## src/hw/rtl/scsu_pkg.sv

```systemverilog
// ----------------------------------------------------------------------------
// scsu_pkg
// Shared types and constants for the shadow call stack with unwind on return.
// ----------------------------------------------------------------------------
package scsu_pkg;

    localparam logic REQ_PUSH = 1'b0;
    localparam logic REQ_POP  = 1'b1;

    localparam int unsigned ADDR_FIELD_W = 64;
    localparam int unsigned CNT_FIELD_W  = 9;
    localparam int unsigned IN_TDATA_W   = 64;
    localparam int unsigned OUT_TDATA_W  = 88;

    localparam int unsigned OUT_DEPTH_LSB   = 0;
    localparam int unsigned OUT_REMOVED_LSB = 9;
    localparam int unsigned OUT_MATCH_BIT   = 18;
    localparam int unsigned OUT_LOST_BIT    = 19;
    localparam int unsigned OUT_TOP_LSB     = 20;
    localparam int unsigned OUT_USED_W      = 84;

    typedef enum logic [1:0] {
        ST_IDLE,
        ST_POP,
        ST_TOP,
        ST_FIN
    } state_t;

    typedef struct packed {
        logic push;
        logic pop_start;
        logic pop_step;
        logic top_load;
        logic out_load;
    } ctl_cmd_t;

    typedef struct packed {
        logic cnt_zero;
        logic cnt_one;
        logic hit;
    } ctl_sts_t;

endpackage

```

## src/hw/rtl/scsu_ctrl.sv

```systemverilog
// ----------------------------------------------------------------------------
// scsu_ctrl
// Sequencer for push, pop walk and result hand-off to the output register.
// ----------------------------------------------------------------------------
module scsu_ctrl
(
    input  logic                clk,
    input  logic                rst_n,
    input  logic                in_valid,
    input  logic                in_req_type,
    output logic                in_ready,
    output logic                out_valid,
    input  logic                out_ready,
    input  scsu_pkg::ctl_sts_t  sts,
    output scsu_pkg::ctl_cmd_t  cmd
);

    scsu_pkg::state_t state_reg;
    scsu_pkg::state_t state_next;
    logic             out_valid_reg;
    logic             out_valid_next;
    logic             out_free;
    logic             accept;

    assign out_free = !out_valid_reg || out_ready;
    assign accept   = in_valid && (state_reg == scsu_pkg::ST_IDLE);

    always_comb
    begin
        state_next = state_reg;
        unique case (state_reg)
            scsu_pkg::ST_IDLE:
            begin
                if (accept)
                begin
                    if (in_req_type == scsu_pkg::REQ_PUSH || sts.cnt_zero)
                        state_next = scsu_pkg::ST_FIN;
                    else
                        state_next = scsu_pkg::ST_POP;
                end
            end
            scsu_pkg::ST_POP:
            begin
                if (sts.hit)
                    state_next = scsu_pkg::ST_TOP;
                else if (sts.cnt_one)
                    state_next = scsu_pkg::ST_FIN;
            end
            scsu_pkg::ST_TOP:
            begin
                state_next = scsu_pkg::ST_FIN;
            end
            scsu_pkg::ST_FIN:
            begin
                if (out_free)
                    state_next = scsu_pkg::ST_IDLE;
            end
            default:
            begin
                state_next = scsu_pkg::ST_IDLE;
            end
        endcase
    end

    always_comb
    begin
        cmd      = '0;
        in_ready = 1'b0;
        unique case (state_reg)
            scsu_pkg::ST_IDLE:
            begin
                in_ready      = 1'b1;
                cmd.push      = accept && (in_req_type == scsu_pkg::REQ_PUSH);
                cmd.pop_start = accept && (in_req_type == scsu_pkg::REQ_POP);
            end
            scsu_pkg::ST_POP:
            begin
                cmd.pop_step = 1'b1;
            end
            scsu_pkg::ST_TOP:
            begin
                cmd.top_load = 1'b1;
            end
            scsu_pkg::ST_FIN:
            begin
                cmd.out_load = out_free;
            end
            default:
            begin
                cmd = '0;
            end
        endcase
    end

    always_comb
    begin
        if (cmd.out_load)
            out_valid_next = 1'b1;
        else if (out_ready)
            out_valid_next = 1'b0;
        else
            out_valid_next = out_valid_reg;
    end

    always_ff @(posedge clk or negedge rst_n)
    begin
        if (!rst_n)
        begin
            state_reg     <= scsu_pkg::ST_IDLE;
            out_valid_reg <= 1'b0;
        end
        else
        begin
            state_reg     <= state_next;
            out_valid_reg <= out_valid_next;
        end
    end

    assign out_valid = out_valid_reg;

endmodule

```

## config.mk

```make
export PLATFORM = sky130hd
export DESIGN_NAME = scsu_ctrl
export DESIGN_NICKNAME = d
export VERILOG_FILES = /design/src/hw/rtl/scsu_pkg.sv /design/src/hw/rtl/scsu_ctrl.sv
export SDC_FILE = /design/constraint.sdc
export NUM_CORES = 1
export LEC_CHECK = 0
export BUFFER_PORTS_ARGS = -buffer_cell sky130_fd_sc_hd__buf_4
export CELL_PAD_IN_SITES_DETAIL_PLACEMENT = 0
export CELL_PAD_IN_SITES_GLOBAL_PLACEMENT = 1
export CORE_AREA = 2 2 39 41
export CTS_CLUSTER_DIAMETER = 50
export DETAILED_ROUTE_END_ITERATION = 8
export DIE_AREA = 0 0 41 43
export PLACE_DENSITY_LB_ADDON = 0.1
export SLEW_MARGIN = 10
export SYNTH_ARGS = -nofsm -noshare
export SYNTH_HDL_FRONTEND = slang
export SYNTH_SLANG_ARGS = --single-unit
```

## constraint.sdc

```tcl
create_clock -name clk -period 2.7 [get_ports clk]
set_input_delay 0.135 -clock clk [delete_from_list [all_inputs] [get_ports clk]]
set_output_delay 0.135 -clock clk [all_outputs]
set_load 0.05 [all_outputs]
```

-- Word level (Yosys, flattened, before mapping)
Cells that the tools add are included.
- output and inout bits: 7
- RAM bits: 0
- bits in read-only memories: 0
- input port bits: 8
- word-level logic and storage cells: 31
- flip-flop bits (word level): 3
- bits in latches: 0
- memories: 0
- magnitude comparators: 0
- eq/ne operators: 6
- bitwise gates (word level): 1
- muxes and demuxes: 13
- reduce and logical (&&, ||, !) cells: 9
- multipliers: 0
- shift-type cells: 0
- div/mod/pow operators: 0
- add/subtract/negate cells: 0
- operators by type and width (kind ; count):
    2-to-1 mux 2 bit ; 6
    case mux 2 bit (4 select lines) ; 1
    2-to-1 mux 1 bit ; 6
    equality test 2 bit (second input constant) ; 2
    inequality test 2 bit (second input constant) ; 2
    logical AND 1 bit ; 3
    inequality test 3 bit (second input constant) ; 1
    AND reduction 3 bit ; 1
    equality test 2 x 1 -> 1 bit (second input constant) ; 1
    zero test 2 bit ; 1
    logical OR 1 bit ; 2
    nonzero test 2 bit ; 1
    zero test 1 bit ; 1
    NOT 1 bit ; 1

-- Longest topological paths before layout
Gate-level depths: netlist (run 1).
- depth after elaboration: 5
- mapped depth: 5

-- Worst setup path after synthesis (run 1)
OpenSTA, ideal clock, no wires.
- kind: register to output
- start point: register state_reg[0]
- end point: output port cmd[4] in the netlist's numbering
- stages on the path, launching flop included: 5
- required time: 2.565 ns
- arrival: 1.904 ns
- path buffers: 0
- slack: 0.661 ns
- cell sequence: dfrtp_1 -> clkinv_1 -> ha_1 -> nand2_1 -> nor2_1
- RTL lines (item ; RTL line ; text):
    from (decl) ; scsu_ctrl.sv:18 ; scsu_pkg::state_t state_reg;
    from (signal assigned) ; scsu_ctrl.sv:109 ; state_reg <= scsu_pkg::ST_IDLE;
    from (signal assigned) ; scsu_ctrl.sv:114 ; state_reg <= state_next;
    to (decl) ; scsu_ctrl.sv:15 ; output scsu_pkg::ctl_cmd_t cmd

==> impl_metrics.tcl, run 1 <==
set metrics [dict create \
    peakVddDrop_mv 0.361 \
    cts_buffers 3 \
    grt_util_all_layers 0.0904 \
    dp_hpwl_um 509 \
    path_delay_family "flip-flops" \
    max_stage_delay_ns 0.40 \
    ctsLongestPathBuffers 2 \
    clk_pin_slew_worst_paths_ns 0.04 \
    drtIter0Drc 0 \
    grt_max_degree 7 \
    via_per_inst 4.27 \
    synth.cell_area_um2 263 \
    stdcell_count 63 \
    max_slew_margin 0.797 \
    post_cts_buffers 0 \
    grt_pass1_wl_mm 1.06 \
    die-area_um2 1760 \
    vias 269 \
    antennaDiodeCount 0 \
    utilization 0.301 \
    antenna_found_initial 0 \
    cts_tree "done" \
    fmax_mhz 612 \
    multi_input_area_um2 161 \
    hold_viol_final 0 \
    drv_cap 0 \
    die_h_um 43 \
    initial_core_util 0.190 \
    synthTopCellsByCount "4 x ha_1, 4 x inv_1, 3 x dfrtp_1, 2 x nand2b_1, 2 x nor2b_1" \
    cp.required_ns 2.57 \
    worstSkewPairLatency_ns 0.23 \
    drcViolationCount 0 \
    h-tree-depth 1 \
    dp.cells 58 \
    cts_root_buffer "clkbuf_4" \
    clock-sinks 3 \
    synth.avg_cell_area_um2 9.06 \
    hp-class "in2reg" \
    synth_area_leaders "dfrtp_1 29%, ha_1 19%, a221oi_2 5.7%" \
    grt_remaining_overflow 0 \
    crit_fanout 6 \
    end_kind "output port" \
    syn_nets 41 \
    io_buffer_count 14 \
    yosysTopAreaCell "dfrtp_1" \
    drive_gt1_frac 0.383 \
    fin_crit_sh 0.605 \
    rsz0062_at_grt "false" \
    first_pass_iters 1 \
    ys_seq_area_frac 0.286 \
    wire_per_inst_um 9.62 \
    ff_latch_area_um2 75.1 \
    synth_warnings 0 \
    synthFlopType "dfrtp_1" \
    min_period_ns 1.63 \
    cpMaxStageDelayCell "dfrtp_1" \
    setup_tns_ns 0 \
    p_leak_nw 0.230 \
    crit_type "reg2out" \
    place_worst_setup_slack_ns 1.25 \
    setup_viol_count_final 0 \
    synth_top_area_share 0.286 \
    ios 15 \
    synthCells 29 \
    die_w_um 41 \
    totalWireLength_um 606 \
    arrival_ns 1.50 \
    post_cts_resized 0 \
    grt_pass1_vias 263 \
    async_flop_share 1.00 \
    power_density_nw_per_um2 1350 \
    num_rows 14 \
    nFillCells 162 \
    synth_edf_count 0 \
    nets 60 \
    antenna_left 0 \
    largest_reg_flops 2 \
    tightest_slew_ns 0.301 \
    synth_cell_types 19 \
    setup_slack_ns 1.07 \
    path_cells "clkinv_1 -> ha_1 -> nand2_1 -> nor2_1 -> buf_4" \
    outcome "completed" \
    clock_skew_ns 0.0000907 \
    place.gp.congestion 0.707 \
    cp.buffers_inverters 2 \
    core_um2 1380 \
    synth_seq_cells 3 \
    area_delta_synth_final_pct 58.6 \
    slew_viol_final 0 \
    cp-start-kind "flip-flop" \
]
[power by group]
part	switching, W	internal, W
combinational	0.000254	0.000134
clock	0.0000244	0.0000555
sequential	0.0000237	0.0000697
total	0.000302	0.000259
[cells in the final DEF (no fill, tap or decap)]
| master | Yosys | layout |
|---|---|---|
| clkbuf_1 | 0 | 1 |
| ha_1 | 4 | 4 |
| a2bb2oi_1 | 1 | 1 |
| clkinv_1 | 1 | 1 |
| nand2_1 | 1 | 1 |
| nor4_1 | 1 | 1 |
| a221oi_1 | 1 | 1 |
| clkbuf_4 | 0 | 3 |
| nor2_1 | 1 | 1 |
| dfrtp_1 | 3 | 3 |
| a21o_1 | 1 | 1 |
| and3b_1 | 1 | 1 |
| and2_1 | 1 | 1 |
| nand2b_1 | 2 | 2 |
| o22ai_1 | 1 | 1 |
| and3_1 | 1 | 1 |
| inv_1 | 4 | 4 |
| dlygate4sd3_1 | 0 | 1 |
| nor2b_1 | 2 | 2 |
| a221oi_2 | 1 | 1 |
| a21oi_1 | 1 | 1 |
| buf_4 | 1 | 14 |
[worst paths after layout]
| path | from | endpoint | slack, ns | depth (start not counted) |
|---|---|---|---|---|
| max | state_reg[0] | cmd[4] | 1.07 | 5 |
| min | out_ready | out_valid | 0.18 | 3 |
| max reg2reg | state_reg[0] | state_reg[1] | 1.25 | 4 |
| min reg2reg | out_valid | out_valid | 0.53 | 2 |
| max in group asynchronous | rst_n | state_reg[0] | 2.38 | 2 |
| min in group asynchronous | rst_n | state_reg[1] | 0.23 | 2 |
[worst min-delay path, stage by stage]
cell	delay, ns
buf_4	0.08
nand2b_1	0.10
nand2b_1	0.05
[what timing repair did]
action,4_1_cts,5_1_grt
endpoints found under the setup margin,0,0
hold buffers,1,0
hold endpoints to repair,3,0
[area by class of cell]
type | instances | share of cell area
inverter | 5 | 0.0450
tap | 16 | 0.0480
multi-input combinational | 20 | 0.387
clock buffer | 4 | 0.0631
timing repair buffer | 15 | 0.276
sequential | 3 | 0.180
[cell families (layout without fill, tap and decap cells)]
kind of cell | count (synthesis) | count (layout) | synth area share
buffers and inverters | 6 | 24 | 0.100
adder cells (fa/ha/maj) | 4 | 4 | 0.190
AO/OA/AOI/OAI | 6 | 6 | 0.195
flip-flops | 3 | 3 | 0.286
AND/OR/NAND/NOR | 10 | 10 | 0.229
[metal layers]
| layer | up-vias | wire length, µm | track usage |
|---|---|---|---|
| li1 | 134 | - | - |
| met3 | 0 | 62 | 0.0471 |
| met1 | 121 | 258 | 0.109 |
| met2 | 14 | 285 | 0.119 |
| met5 | - | 0 | 0 |
| met4 | 0 | 0 | 0.0600 |
[per-stage QoR]
| stage | power (W) | hold slack, ns | cell area (µm²) |
|---|---|---|---|
| after detailed placement | 0.000487 | -0.0728 | 380 |
| after CTS | 0.000571 | 0.174 | 417 |
| final | 0.000562 | 0.177 | 417 |
| after global routing | 0.000605 | 0.207 | 417 |
| after global placement | 0.000497 | -0.0714 | 380 |
| after floorplan | 0.000399 | -0.161 | 263 |
Note: power is estimated with default switching activity, not from simulation.
==> run 2: changes to the inputs <==
Clock period 2.7 ns to 1.6 ns, I/O delays scaled along.
==> run 2 against run 1 <==
Compared with the run above:
- setup slack worse by 0.92 ns
- global-route usage down 0.11 points
- die area unchanged
- sequential power up 71%
- worst hold slack worse by 0.042 ns
- sequential share of layout area down 0.63 points
- via count up 0.37%
- power up 77%
- register-to-register slack worse by 1.1 ns
- design area up 3.6%
- clock power up 68%
- wire length up 12%
- critical path type unchanged
- highest routed layer unchanged
==> impl_metrics.tcl, run 2 (synthesized netlist as in run 1, its figures left out) <==
set metrics [dict create \
    outcome "completed" \
    nFillCells 155 \
    grt_util_all_layers 0.0893 \
    drtIter0Drc 6 \
    vias 270 \
    setup_viol_count_final 0 \
    slew_viol_final 0 \
    drv_cap 0 \
    first_pass_iters 3 \
    initial_core_util 0.190 \
    dpl_cell_area_um2 385 \
    layout_common_cells "14 x buf_4, 4 x inv_1, 3 x ha_1, 3 x clkbuf_4, 3 x dfrtp_1" \
    worstSkewPairLatency_ns 0.23 \
    place_worst_setup_slack_ns 0.168 \
    clock_skew_ns 0.00375 \
    p_total_w 0.000995 \
    io_buffer_count 14 \
    wire_per_inst_um 10.8 \
    hold_viol_final 0 \
    grt_pass1_wl_mm 1.04 \
    hold_slack_ns 0.135 \
    nets 60 \
    cts_buffers 3 \
    final_common_cell "buf_4" \
    core_um2 1380 \
    fmax_mhz 686 \
    area_delta_synth_final_pct 64.3 \
    place.gp.congestion 0.780 \
    antenna_found_initial 0 \
    die-area_um2 1760 \
    cts_tree "done" \
    max_slew_margin 0.784 \
    ctsLongestPathBuffers 2 \
    peakVddDrop_mv 0.699 \
    grt_remaining_overflow 0 \
    hp-class "in2reg" \
    post_cts_buffers 0 \
    rsz0062_at_grt "false" \
    clock-sinks 3 \
    tightest_slew_ns 0.321 \
    die_w_um 41 \
    via_per_inst 4.29 \
    drcViolationCount 0 \
    die_h_um 43 \
    r2r_slack_ns 0.17 \
    crit_fanout 6 \
    crit_type "reg2out" \
    grt_max_degree 7 \
    totalWireLength_um 680 \
    antennaDiodeCount 0 \
    power_density_nw_per_um2 2310 \
    grt_pass1_vias 251 \
    cp.required_ns 1.52 \
    dp_hpwl_um 566 \
    clk_pin_slew_worst_paths_ns 0.04 \
    cp-start-kind "flip-flop" \
    h-tree-depth 1 \
    antenna_left 0 \
    setup_tns_ns 0 \
    largest_reg_flops 2 \
    ios 15 \
    p_leak_nw 0.232 \
    setup_slack_ns 0.143 \
    fin_area_um2 432 \
    fin_crit_sh 0.910 \
    end_kind "output port" \
    num_rows 14 \
    cts_root_buffer "clkbuf_4" \
    arrival_ns 1.38 \
    min_period_ns 1.46 \
    drive_gt1_frac 0.447 \
]
==> run 2: report_power, final <==
group	switching, W	internal, W	total, W
registers	0.0000427	0.000118	0.000160
clock network	0.0000402	0.0000935	0.000134
logic	0.000450	0.000251	0.000701
total	0.000533	0.000462	0.000995
==> run 2: final timing paths <==
kind	to	depth (start not counted)	start
worst max-delay path	cmd[4]	5	state_reg[1]
worst min-delay path	out_valid	3	out_ready
worst max register to register	state_reg[0]	5	state_reg[1]
worst min register to register	out_valid	2	out_valid
max in group asynchronous	out_valid	2	rst_n
min in group asynchronous	state_reg[1]	2	rst_n
==> run 2: per-layer routing <==
metal	vias up	track usage	part of all wire
li1	137	-	-
met1	122	0.112	0.42
met2	11	0.122	0.50
met3	0	0.0157	0.078
met4	0	0.0800	0
met5	-	0	0
==> run 2: repair_timing <==
action                     4_1_cts  5_1_grt
hold buffers                     1        0
setup endpoints to repair        0        1
resized for setup                0        2
hold endpoints to repair         3        0
==> run 2: critical path, cell delays in order (launching register included) <==
cell	delay (ns)
dfrtp_1	0.41
inv_1	0.15
ha_4	0.18
nand2_1	0.11
nor2_2	0.10
buf_4	0.20
==> run 2: metrics by stage <==
step,cells,util
2_1_floorplan,29,-
3_3_place_gp,58,0.278
3_5_place_dp,58,0.278
4_1_cts,63,0.305
5_1_grt,63,0.312
6_report,63,0.312
==> run 2: cell type report <==
type | instances | area [µm²] | share of cell area
tap | 16 | 20.0 | 0.0464
sequential | 3 | 75.1 | 0.174
multi-input combinational | 20 | 176 | 0.409
inverter | 5 | 18.8 | 0.0435
timing repair buffer | 15 | 115 | 0.267
clock buffer | 4 | 26.3 | 0.0609
